`src/sv/rtcr_pkg.sv`:
```
// ----------------------------------------------------------------------------
// rtcr_pkg
// Shared types, event codes and constants of the radio time code receiver.
// ----------------------------------------------------------------------------
`default_nettype none

package rtcr_pkg;

  localparam int FRAME_BITS = 59;
  localparam int TIME_WIDTH = 16;
  localparam int IDX_WIDTH  = $clog2(FRAME_BITS + 1);

  localparam int NUM_REGS   = 8;
  localparam int REG_WIDTH  = 12;
  localparam int ADDR_WIDTH = 5;

  localparam logic [2:0] REG_SECOND_MIN = 3'd0;
  localparam logic [2:0] REG_SECOND_MAX = 3'd1;
  localparam logic [2:0] REG_MINUTE_MIN = 3'd2;
  localparam logic [2:0] REG_MINUTE_MAX = 3'd3;
  localparam logic [2:0] REG_ZERO_MIN   = 3'd4;
  localparam logic [2:0] REG_ZERO_MAX   = 3'd5;
  localparam logic [2:0] REG_ONE_MIN    = 3'd6;
  localparam logic [2:0] REG_ONE_MAX    = 3'd7;

  localparam logic [REG_WIDTH-1:0] REG_RESET [NUM_REGS] = '{
    12'd900, 12'd1100, 12'd1900, 12'd2100, 12'd70, 12'd130, 12'd170, 12'd230
  };

  localparam logic [2:0] EV_NONE    = 3'd0;
  localparam logic [2:0] EV_SECOND  = 3'd1;
  localparam logic [2:0] EV_MINUTE  = 3'd2;
  localparam logic [2:0] EV_ZERO    = 3'd3;
  localparam logic [2:0] EV_ONE     = 3'd4;
  localparam logic [2:0] EV_INVALID = 3'd5;

  localparam logic [11:0] YEAR_BASE  = 12'd2000;
  localparam logic [11:0] YEAR_RESET = 12'd2017;

  typedef struct packed {
    logic                  signal_level;
    logic [TIME_WIDTH-1:0] now_ms;
  } tick_t;

  typedef struct packed {
    logic [2:0]  event_code;
    logic [6:0]  time_minute;
    logic [5:0]  time_hour;
    logic [5:0]  date_day;
    logic [2:0]  date_weekday;
    logic [4:0]  date_month;
    logic [11:0] date_year;
    logic        minute_updated;
    logic        clock_set;
    logic        date_updated;
    logic        error_flag;
    logic        decode_ok;
  } result_t;

  typedef struct packed {
    logic        marker_ok;
    logic        minute_ok;
    logic        hour_ok;
    logic        date_ok;
    logic        weekday_ok;
    logic [6:0]  minute;
    logic [5:0]  hour;
    logic [2:0]  weekday;
    logic [5:0]  day;
    logic [4:0]  month;
    logic [11:0] year;
  } frame_info_t;

  function automatic logic [7:0] bcd_value(logic [3:0] units, logic [3:0] tens);
    return {4'b0, units} + {4'b0, tens} * 8'd10;
  endfunction

endpackage

`default_nettype wire

```
`src/sv/rtcr_frame_decode.sv`:
```
// ----------------------------------------------------------------------------
// rtcr_frame_decode
// Parity checks and BCD decode of one stored time code frame.
// ----------------------------------------------------------------------------
`default_nettype none

module rtcr_frame_decode
  import rtcr_pkg::*;
(
  input  wire logic [FRAME_BITS-1:0] frame,
  output frame_info_t                info
);

  logic [7:0] minute_raw;
  logic [7:0] hour_raw;
  logic [7:0] day_raw;
  logic [7:0] month_raw;
  logic [7:0] year_raw;

  assign minute_raw = bcd_value(frame[24:21], {1'b0, frame[27:25]});
  assign hour_raw   = bcd_value(frame[32:29], {2'b0, frame[34:33]});
  assign day_raw    = bcd_value(frame[39:36], {2'b0, frame[41:40]});
  assign month_raw  = bcd_value(frame[48:45], {3'b0, frame[49]});
  assign year_raw   = bcd_value(frame[53:50], frame[57:54]);

  always_comb begin
    info.marker_ok  = frame[20];
    info.minute_ok  = (^frame[27:21]) == frame[28];
    info.hour_ok    = (^frame[34:29]) == frame[35];
    info.date_ok    = (^frame[57:36]) == frame[58];
    info.weekday_ok = frame[44:42] != 3'd0;
    info.minute     = minute_raw[6:0];
    info.hour       = hour_raw[5:0];
    info.weekday    = frame[44:42];
    info.day        = day_raw[5:0];
    info.month      = month_raw[4:0];
    info.year       = {4'b0, year_raw} + YEAR_BASE;
  end

endmodule

`default_nettype wire

```
`src/sv/radio_time_code_receiver_unit.sv`:
```
// ----------------------------------------------------------------------------
// radio_time_code_receiver_unit
// Edge classification, frame capture and time/date decode of a radio time code.
// ----------------------------------------------------------------------------
// Pipeline: the tick register feeds the result register. Throughput: one tick
// per cycle unless result_ready back-pressure stalls it; the edge window compares
// and the frame decode sit between the tick register and the result register.
// Reset: synchronous; clears the pipeline, loads the default windows, clears
// the frame and sync state and sets the date to its default.
`default_nettype none

module radio_time_code_receiver_unit
  import rtcr_pkg::*;
(
  input  wire logic                  clk,
  input  wire logic                  rst,
  input  wire logic                  tick_valid,
  output logic                       tick_ready,
  input  wire tick_t                 tick,
  output logic                       result_valid,
  input  wire logic                  result_ready,
  output result_t                    result,
  input  wire logic                  psel,
  input  wire logic                  penable,
  input  wire logic                  pwrite,
  input  wire logic [ADDR_WIDTH-1:0] paddr,
  input  wire logic [31:0]           pwdata,
  output logic [31:0]                prdata,
  output logic                       pready
);

  logic [REG_WIDTH-1:0] cfg [NUM_REGS];

  logic  stage_valid;
  tick_t stage;
  logic  advance;
  logic  stage_move;

  logic                  prev_level;
  logic [TIME_WIDTH-1:0] fall_stamp;
  logic [FRAME_BITS-1:0] frame_bits;
  logic [IDX_WIDTH-1:0]  bit_index;
  logic                  synced;
  logic [6:0]            minute_reg;
  logic [5:0]            hour_reg;
  logic [5:0]            day_reg;
  logic [2:0]            weekday_reg;
  logic [4:0]            month_reg;
  logic [11:0]           year_reg;
  logic                  error_flag;
  logic                  decode_ok;

  logic                  prev_level_next;
  logic [TIME_WIDTH-1:0] fall_stamp_next;
  logic [FRAME_BITS-1:0] frame_bits_next;
  logic [IDX_WIDTH-1:0]  bit_index_next;
  logic                  synced_next;
  logic [6:0]            minute_reg_next;
  logic [5:0]            hour_reg_next;
  logic [5:0]            day_reg_next;
  logic [2:0]            weekday_reg_next;
  logic [4:0]            month_reg_next;
  logic [11:0]           year_reg_next;
  logic                  error_flag_next;
  logic                  decode_ok_next;

  logic [TIME_WIDTH-1:0] delta;
  logic [2:0]            ev;
  logic                  min_up;
  logic                  clk_set;
  logic                  date_up;
  logic                  room;
  frame_info_t           info;

  // configuration port
  assign pready = 1'b1;
  assign prdata = {{(32 - REG_WIDTH){1'b0}}, cfg[paddr[4:2]]};

  always_ff @(posedge clk) begin
    if (rst) begin
      for (int i = 0; i < NUM_REGS; i++) begin
        cfg[i] <= REG_RESET[i];
      end
    end else if (psel && penable && pwrite && pready) begin
      cfg[paddr[4:2]] <= pwdata[REG_WIDTH-1:0];
    end
  end

  // pipeline control
  assign stage_move = !result_valid || result_ready;
  assign advance    = stage_valid && stage_move;
  assign tick_ready = !stage_valid || stage_move;

  always_ff @(posedge clk) begin
    if (rst) begin
      stage_valid <= 1'b0;
    end else if (tick_ready) begin
      stage_valid <= tick_valid;
    end
  end

  always_ff @(posedge clk) begin
    if (tick_ready && tick_valid) begin
      stage <= tick;
    end
  end

  rtcr_frame_decode u_decode (
    .frame (frame_bits),
    .info  (info)
  );

  function automatic logic in_win(logic [TIME_WIDTH-1:0] d, logic [REG_WIDTH-1:0] lo,
                                  logic [REG_WIDTH-1:0] hi);
    return (TIME_WIDTH'(lo) <= d) && (d <= TIME_WIDTH'(hi));
  endfunction

  // classify edge
  always_comb begin
    delta = stage.now_ms - fall_stamp;
    ev    = EV_NONE;
    if (stage.signal_level != prev_level) begin
      if (!stage.signal_level) begin
        if (in_win(delta, cfg[REG_SECOND_MIN], cfg[REG_SECOND_MAX])) begin
          ev = EV_SECOND;
        end else if (in_win(delta, cfg[REG_MINUTE_MIN], cfg[REG_MINUTE_MAX])) begin
          ev = EV_MINUTE;
        end else begin
          ev = EV_INVALID;
        end
      end else begin
        if (in_win(delta, cfg[REG_ZERO_MIN], cfg[REG_ZERO_MAX])) begin
          ev = EV_ZERO;
        end else if (in_win(delta, cfg[REG_ONE_MIN], cfg[REG_ONE_MAX])) begin
          ev = EV_ONE;
        end else begin
          ev = EV_INVALID;
        end
      end
    end
  end

  // next state
  always_comb begin
    prev_level_next  = stage.signal_level;
    fall_stamp_next  = fall_stamp;
    frame_bits_next  = frame_bits;
    bit_index_next   = bit_index;
    synced_next      = synced;
    minute_reg_next  = minute_reg;
    hour_reg_next    = hour_reg;
    day_reg_next     = day_reg;
    weekday_reg_next = weekday_reg;
    month_reg_next   = month_reg;
    year_reg_next    = year_reg;
    error_flag_next  = error_flag;
    decode_ok_next   = decode_ok;
    min_up           = 1'b0;
    clk_set          = 1'b0;
    date_up          = 1'b0;
    room             = synced && (bit_index < IDX_WIDTH'(FRAME_BITS));

    if (stage.signal_level != prev_level && !stage.signal_level) begin
      fall_stamp_next = stage.now_ms;
    end

    case (ev)
      EV_ZERO, EV_ONE: begin
        if (room) begin
          frame_bits_next[bit_index] = (ev == EV_ONE);
        end
      end
      EV_SECOND: begin
        if (room) begin
          bit_index_next = bit_index + IDX_WIDTH'(1);
        end
      end
      EV_MINUTE: begin
        bit_index_next = '0;
        if (!synced) begin
          synced_next = 1'b1;
        end else begin
          error_flag_next = 1'b0;
          if (!info.marker_ok || !info.minute_ok) begin
            decode_ok_next = 1'b0;
          end else begin
            minute_reg_next = info.minute;
            min_up          = 1'b1;
            if (info.hour_ok) begin
              hour_reg_next = info.hour;
              clk_set       = 1'b1;
              if (info.weekday_ok) begin
                weekday_reg_next = info.weekday;
              end
              if (info.date_ok) begin
                day_reg_next   = info.day;
                month_reg_next = info.month;
                year_reg_next  = info.year;
                date_up        = 1'b1;
                decode_ok_next = 1'b1;
              end else begin
                decode_ok_next = 1'b0;
              end
            end
          end
        end
      end
      EV_INVALID: begin
        error_flag_next = 1'b1;
        decode_ok_next  = 1'b0;
      end
      default: begin
      end
    endcase
  end

  always_ff @(posedge clk) begin
    if (rst) begin
      prev_level  <= 1'b1;
      fall_stamp  <= '0;
      frame_bits  <= '0;
      bit_index   <= '0;
      synced      <= 1'b0;
      minute_reg  <= '0;
      hour_reg    <= '0;
      day_reg     <= 6'd1;
      weekday_reg <= 3'd1;
      month_reg   <= 5'd1;
      year_reg    <= YEAR_RESET;
      error_flag  <= 1'b0;
      decode_ok   <= 1'b0;
    end else if (advance) begin
      prev_level  <= prev_level_next;
      fall_stamp  <= fall_stamp_next;
      frame_bits  <= frame_bits_next;
      bit_index   <= bit_index_next;
      synced      <= synced_next;
      minute_reg  <= minute_reg_next;
      hour_reg    <= hour_reg_next;
      day_reg     <= day_reg_next;
      weekday_reg <= weekday_reg_next;
      month_reg   <= month_reg_next;
      year_reg    <= year_reg_next;
      error_flag  <= error_flag_next;
      decode_ok   <= decode_ok_next;
    end
  end

  // result register
  always_ff @(posedge clk) begin
    if (rst) begin
      result_valid <= 1'b0;
    end else if (stage_move) begin
      result_valid <= stage_valid;
    end
  end

  always_ff @(posedge clk) begin
    if (advance) begin
      result.event_code     <= ev;
      result.time_minute    <= minute_reg_next;
      result.time_hour      <= hour_reg_next;
      result.date_day       <= day_reg_next;
      result.date_weekday   <= weekday_reg_next;
      result.date_month     <= month_reg_next;
      result.date_year      <= year_reg_next;
      result.minute_updated <= min_up;
      result.clock_set      <= clk_set;
      result.date_updated   <= date_up;
      result.error_flag     <= error_flag_next;
      result.decode_ok      <= decode_ok_next;
    end
  end

  a_index_bound: assert property (@(posedge clk) disable iff (rst)
    bit_index <= IDX_WIDTH'(FRAME_BITS))
    else $error("bit index beyond frame length");

  a_unsynced_index: assert property (@(posedge clk) disable iff (rst)
    !synced |-> bit_index == '0)
    else $error("bit index advanced before sync");

  a_update_on_marker: assert property (@(posedge clk) disable iff (rst)
    result_valid && result.minute_updated |-> result.event_code == EV_MINUTE)
    else $error("minute update without minute marker");

  a_update_chain: assert property (@(posedge clk) disable iff (rst)
    result_valid && result.date_updated |->
      result.clock_set && result.minute_updated && result.decode_ok)
    else $error("date update without time update");

endmodule

`default_nettype wire
```
`config.mk`:
```
export PLATFORM = sky130hd
export DESIGN_NAME = radio_time_code_receiver_unit
export DESIGN_NICKNAME = d
export VERILOG_FILES = /design/src/sv/rtcr_pkg.sv /design/src/sv/rtcr_frame_decode.sv /design/src/sv/radio_time_code_receiver_unit.sv
export SDC_FILE = /design/constraint.sdc
export NUM_CORES = 1
export LEC_CHECK = 0
export BUFFER_PORTS_ARGS = -buffer_cell sky130_fd_sc_hd__buf_2
export CORE_ASPECT_RATIO = 1.5
export CORE_MARGIN = 2
export CORE_UTILIZATION = 40
export CTS_CLUSTER_DIAMETER = 60
export DETAILED_ROUTE_END_ITERATION = 6
export PLACE_DENSITY = 0.55
export SLEW_MARGIN = 10
export SYNTH_ARGS = -nofsm -noshare
export SYNTH_HDL_FRONTEND = slang
export SYNTH_SLANG_ARGS = --single-unit
```
`constraint.sdc`:
```
create_clock -name clk -period 5.9 [get_ports clk]
set_input_delay 0.295 -clock clk [delete_from_list [all_inputs] [get_ports clk]]
set_output_delay 0.295 -clock clk [all_outputs]
set_load 0.005 [all_outputs]
```
After elaboration in Yosys (flattened, before gate mapping)
Memory sizes are Yosys's and may differ from the RTL's.
Index checks and enable logic that the tools add are counted.
Word-level totals
  memory bits (writable): 96
  bits in latches: 0
  memories: 1
  output and inout port bits: 82
  bits in read-only memories: 0
  register bits after elaboration: 190
Operators by class
  eq/ne operators: 10
  muxes and demuxes: 55
  divide/modulo/power cells: 0
  multiply operators: 5
  shifts and indexed selects: 0
  bitwise logic cells: 3
  reductions and logical operators: 33
  add/subtract/negate cells: 8
  order comparisons: 11
Memories
  cfg: depth 8, bits a word 12, rd ports 9, clocked after Yosys merged registers in 0, wr ports 8, line radio_time_code_receiver_unit.sv:32  | logic [REG_WIDTH-1:0] cfg [NUM_REGS];
Operator list (number)
  $mux W12: 6
  $le A12 B16 Y1: 4
  $le A16 B12 Y1: 4
  $mux W6: 10
  $bwmux W59: 1
  $mux W3: 11
  $mux W5: 5
  $reduce_xor A22 Y1: 1
  $mux W7: 3
  $sub A16 B16 Y16: 1
  $mux W1: 15
  $add A4 B6 Y6: 2
  $add A8 B11 Y12 const B: 1
  $pmux W6 S2: 1
  $reduce_or A12 Y1: 1
  $logic_and A1 B1 Y1: 11
  $mul A2 B3 Y5 const B: 2
  $add A4 B8 Y8: 1
  $add A4 B7 Y7: 1
  $lt A6 B7 Y1 const B: 1
  $mul A4 B3 Y7 const B: 1
  $reduce_xor A7 Y1: 1
  $add A6 B1 Y6 const B: 1
  $demux W1 S6: 1
  23 further kinds: 39

Longest topological paths before layout
  depth after elaboration: 10
  depth in mapped cells: 23
  mapped depth without buffers: 22

Hierarchy
From an unflattened synthesis, not the netlist that was laid out.
Unflattened totals
  cell total of the unflattened synthesis: 1691
  area, all modules: 16848.7 sq um
Modules (own cells, without submodules)
  radio_time_code_receiver_unit: area an instance 15597.5 sq um, cells an instance 1542, sequential area each 7327.0 sq um, times used 1
  rtcr_frame_decode: area an instance 1251.2 sq um, cells an instance 149, sequential area each 0.0 sq um, times used 1

Least setup slack after synthesis
No wires, ideal clock.
  path type: reg-to-reg
  from: register stage[2] (netlist bit)
  to: register result[31] (netlist bit), data pin
  data arrival time: 4393 ps
  period minus slack after synthesis: 4655 ps
  library setup time: 262 ps
  setup slack: 1245 ps
  stages on the path, launching flop included: 21
  cells stage by stage: edfxtp_1 ha_1 o211ai_1 a21oi_1 o21a_1 o21ai_0 nand2b_1 a21oi_1 o21bai_1 xor2_1 inv_1 ha_1 nand4_1 nor3_1 mux2i_1 a2bb2oi_1 a21boi_0 or4_1 nor4_4 buf_2 mux2_1
On the way
  cells in the longest elaborated chain, start to end: 9
  elaborated cells on any way between the ends: 21
RTL lines
  start, declared: line radio_time_code_receiver_unit.sv:35  | tick_t stage;
  start signal, assigned: line radio_time_code_receiver_unit.sv:104  | stage <= tick;
  $sub A16 B16 Y16 (*): line radio_time_code_receiver_unit.sv:120  | delta = stage.now_ms - fall_stamp;
  $le A12 B16 Y1 / $le A16 B12 Y1 (equally long branches): line radio_time_code_receiver_unit.sv:115  | return (TIME_WIDTH'(lo) <= d) && (d <= TIME_WIDTH'(hi));
  $logic_and A1 B1 Y1: line radio_time_code_receiver_unit.sv:115
  $mux W3 / $mux W1 (equally long branches): line radio_time_code_receiver_unit.sv:126, radio_time_code_receiver_unit.sv:134
  $mux W3, on equally long branches: line radio_time_code_receiver_unit.sv:124, radio_time_code_receiver_unit.sv:132
  $mux W3 (*): line radio_time_code_receiver_unit.sv:123  | if (!stage.signal_level) begin
  $mux W3 (*): line radio_time_code_receiver_unit.sv:122  | if (stage.signal_level != prev_level) begin
  $eq A3 B2 Y1 (*): line radio_time_code_receiver_unit.sv:167  | case (ev)
  $mux W6 (*): line radio_time_code_receiver_unit.sv:167
  via hour_reg_next[0]: line radio_time_code_receiver_unit.sv:59  | logic [5:0] hour_reg_next;
  end, declared: line radio_time_code_receiver_unit.sv:22  | output result_t result,
Mark *: on every way through the listed nets, which the timed path passes. The rest lies on a longest branch.
A chain may end at the register's enable or synchronous reset.

Worst setup path in the final report
  from: register stage[0] (netlist bit)
  to: register result[1] (netlist bit), data pin
On the way
  cells in the longest elaborated chain, start to end: 9
  elaborated cells on any way between the ends: 22
RTL lines
  $sub A16 B16 Y16 (*): line radio_time_code_receiver_unit.sv:120
  $le A12 B16 Y1 / $le A16 B12 Y1 (equally long branches): line radio_time_code_receiver_unit.sv:115
  $logic_and A1 B1 Y1: line radio_time_code_receiver_unit.sv:115
  $mux W3 / $mux W1 (equally long branches): line radio_time_code_receiver_unit.sv:126, radio_time_code_receiver_unit.sv:134
  $mux W3, on equally long branches: line radio_time_code_receiver_unit.sv:124, radio_time_code_receiver_unit.sv:132
  $mux W3 (*): line radio_time_code_receiver_unit.sv:123
  $mux W3 (*): line radio_time_code_receiver_unit.sv:122
  $eq A3 B3 Y1 / $eq A3 B2 Y1 (equally long branches): line radio_time_code_receiver_unit.sv:167
  $pmux W1 S2 (*): line radio_time_code_receiver_unit.sv:167
  via error_flag_next: line radio_time_code_receiver_unit.sv:64  | logic error_flag_next;
Marked as above.

==> flow_summary.yaml <==
detailed_routing:
  initialDrtViolationCount: 752
  wl_mm: 43.64
  wl_per_cell_um: 20.05
  via_per_inst: 5.437
  drc: 0
  num_vias: 11837
  drtAntennaViolNets: 0
  first_pass_iters: 5
place:
  port_buffers: 99
  hpwl_mm: 32.27
  gp_congestion: 0.9086
  dp_cells: 2107
setup_path:
  ff2ff_path_depth: 20
  crit_path_end: "result[1]"
  path_max_fanout: 5
  r2r-start: "stage[0]"
  critPathLaunch: "stage[0]"
  cp.arrival_ps: 5710
  r2r-end: "result[1]"
  r2r_setup_slack_ps: 490
  worst_setup_path_end_kind: "register"
  start_kind: "register"
  path_class: "reg -> reg"
  required_ps: 6200
power_and_ir_drop:
  pwr-share-seq_pct: 44.0
  power_switching_mw: 1.312
  leakage_nw: 7.170
  p_per_area_nw_per_um2: 265.3
  p_comb_share_pct: 16.6
  p_int_mw: 3.422
  clock_power_share_pct: 39.4
  vdd_drop_max_mv: 0.1942
  switching_share_pct: 27.72
synthesis:
  synth_warnings: 0
  synth.distinct_cells: 84
  ys_async_sr_fraction_pct: 0
  synth-xor-area-share_pct: 3.519
  syn_inst: 1553
  syn_area_um2: 15680
  yosys.area_share.simple_pct: 16.19
  synth_compound_area_share_pct: 12.95
  synth-main-ff-cell: "edfxtp_1"
  synthMuxAreaShare_pct: 6.504
  synth_edf_count: 160
  synth_fa_ha_area_share_pct: 11.14
  synth_top_family_by_area: "simple AND/OR/NAND/NOR gates"
  ys_seq_elements: 266
  avgSynthCellArea_um2: 10.10
  ys_seq_area_share_pct: 44.18
cells_and_area:
  finalNonFillerCells: 2177
  top_regs: "cfg: 96 flops, result: 47 flops, frame_bits: 39 flops"
  drive_gt1_share_pct: 13.91
  antenna_cells: 0
  regMostFlops: "cfg"
  area_growth_pct: 13.81
  final_cell_mix: "edfxtp_1 (160), ha_1 (130), nand2_1 (123)"
  largest_reg_flops: 96
  final_common_cell: "edfxtp_1"
  final_net_count: 1857
timing:
  layout_min_cycle_time_ps: 5414
  fin_skew_ps: 22.52
  fin_setup_tns_ps: 0
  hold_viol: 0
  whs_ps: 55.87
  slew_headroom_pct: 36.72
  fin_crit_sh_pct: 91.76
  timing.fmax_mhz: 184.7
  drv_slew: 0
  tightestPinTransition_ps: 945.7
  rsz0062_at_grt: "no"
  setup_violations: 0
global_routing:
  globalRouteTotalUtil_pct: 21.22
  grt_max_degree: 70
  grt_pass1_vias: 11921
  grt_pass1_wl_mm: 67.69
  grt_overflow: 0
  antenna_found_initial: 0
run:
  cap_violations: 0
cts:
  clkLatencyLatePin_ps: 570
  cts_buffer_depth: 3
  clock_sinks: 266
  tritoncts: "yes"
  clockRootBuffer: "clkbuf_16"
  cts_buffers: 28
  post_cts_buffers: 0
  ctsHoldBuffers: 18
  clk_pin_slew_ps: 60
  htreeDepth: 1
  cts_resized: 0
floorplanning:
  rows: 88
  core_um2: 38540
  dieArea_um2: 40830
  initial_core_util_pct: 40.69
  die_width_um: 165.7
  ios: 143
  die_h_um: 246.5
outcome:
  status: "finished clean"
hold_path:
  hold_class: "in -> reg"
-- routing by layer --
| metal | vias to the layer above | part of all wire (%) | track usage [%] | wire, µm |
|---|---|---|---|---|
| li1 | 5747 | - | - | - |
| met3 | 91 | 3.8 | 2.217 | 1662 |
| met4 | 0 | 4.8 | 9.949 | 2108 |
| met5 | - | 0 | 0 | 0 |
| met2 | 288 | 54 | 40.69 | 23410 |
| met1 | 5711 | 38 | 23.32 | 16460 |
-- logic make-up (layout without fill, tap and decap cells) --
family	Yosys count	in the layout
XOR/XNOR	63	63
buffers and inverters	199	309
other	2	21
flip-flops	266	266
multiplexers	88	88
AND/OR/NAND/NOR	484	484
adder cells (fa/ha/maj)	136	136
AO/OA/AOI/OAI	315	315
-- critical path, cell delays in order (launching register included) --
cell,delay (ps)
edfxtp_1,340
inv_1,50
ha_1,200
fa_1,400
and2b_1,240
o2111ai_2,150
nand2_1,150
xor2_1,500
inv_1,240
ha_1,360
nand4_1,100
a211oi_1,230
buf_4,150
a211oi_1,50
a211oi_1,580
o2bb2ai_1,300
nand3_1,320
buf_4,250
nor2_1,230
nand2_1,100
a21o_1,220
-- worst min-delay path by stage --
stage | start | to | slack (ps) | cells after the start
2_1_floorplan | tick[16] | prev_level_next | 390 | 0
3_3_place_gp | month_reg[3] | month_reg[3] | 440 | 2
3_5_place_dp | fall_stamp[9] | fall_stamp[9] | 450 | 2
4_1_cts | result_ready | result_valid | 20 | 4
5_1_grt | result_ready | result_valid | 80 | 4
6_report | result_ready | result_valid | 60 | 4
-- power by group through the flow --
stage | sequential [mW] | combinational (mW) | clock (mW)
after floorplan | 2.11 | 0.520 | 0
after global placement | 2.12 | 0.760 | 0
after detailed placement | 2.12 | 0.776 | 0
after CTS | 2.08 | 0.790 | 1.91
after global routing | 2.09 | 0.876 | 1.97
final | 2.08 | 0.787 | 1.86
-- metrics by stage --
step / setup WS [ps] / util [%] / cell area [µm²] / total power, mW
after floorplan: 1245 / - / 15750 / 2.626
after global placement: 581.3 / 43.30 / 16680 / 2.883
after detailed placement: 546.6 / 43.30 / 16680 / 2.900
after CTS: 515.5 / 46.31 / 17840 / 4.783
after global routing: 116.7 / 46.31 / 17840 / 4.936
final: 486.3 / 46.31 / 17840 / 4.734
-- final cells by class --
cell class | count | area (µm²)
clock buffer | 38 | 864.6
inverter | 107 | 402.9
multi-input combinational | 1107 | 7980
fill | 3645 | 20690
clock inverter | 14 | 115.1
tap | 495 | 619.3
sequential | 266 | 6927
timing repair buffer | 150 | 935.9
-- Yosys cell counts, types with 20 or more instances --
library cell  number  area, µm²
a21o_1            29      217.7
a21oi_1           98      490.5
and2_1            73      456.7
buf_4             22      165.2
clkbuf_1          57      214.0
dfxtp_1          106       2122
edfxtp_1         160       4805
ha_1             130       1627
inv_1            106      397.9
mux2_2            24      270.3
mux2i_1           49      490.5
nand2_1          123      461.7
nand2b_1          25      156.4
nand3_1           29      145.1
nor2_1            85      319.1
nor3_1            20      100.1
o211ai_1          28      210.2
o21ai_0           53      265.3
or3_1             42      262.8
xnor2_1           46      402.9
Note: power is estimated with default switching activity, not from simulation.
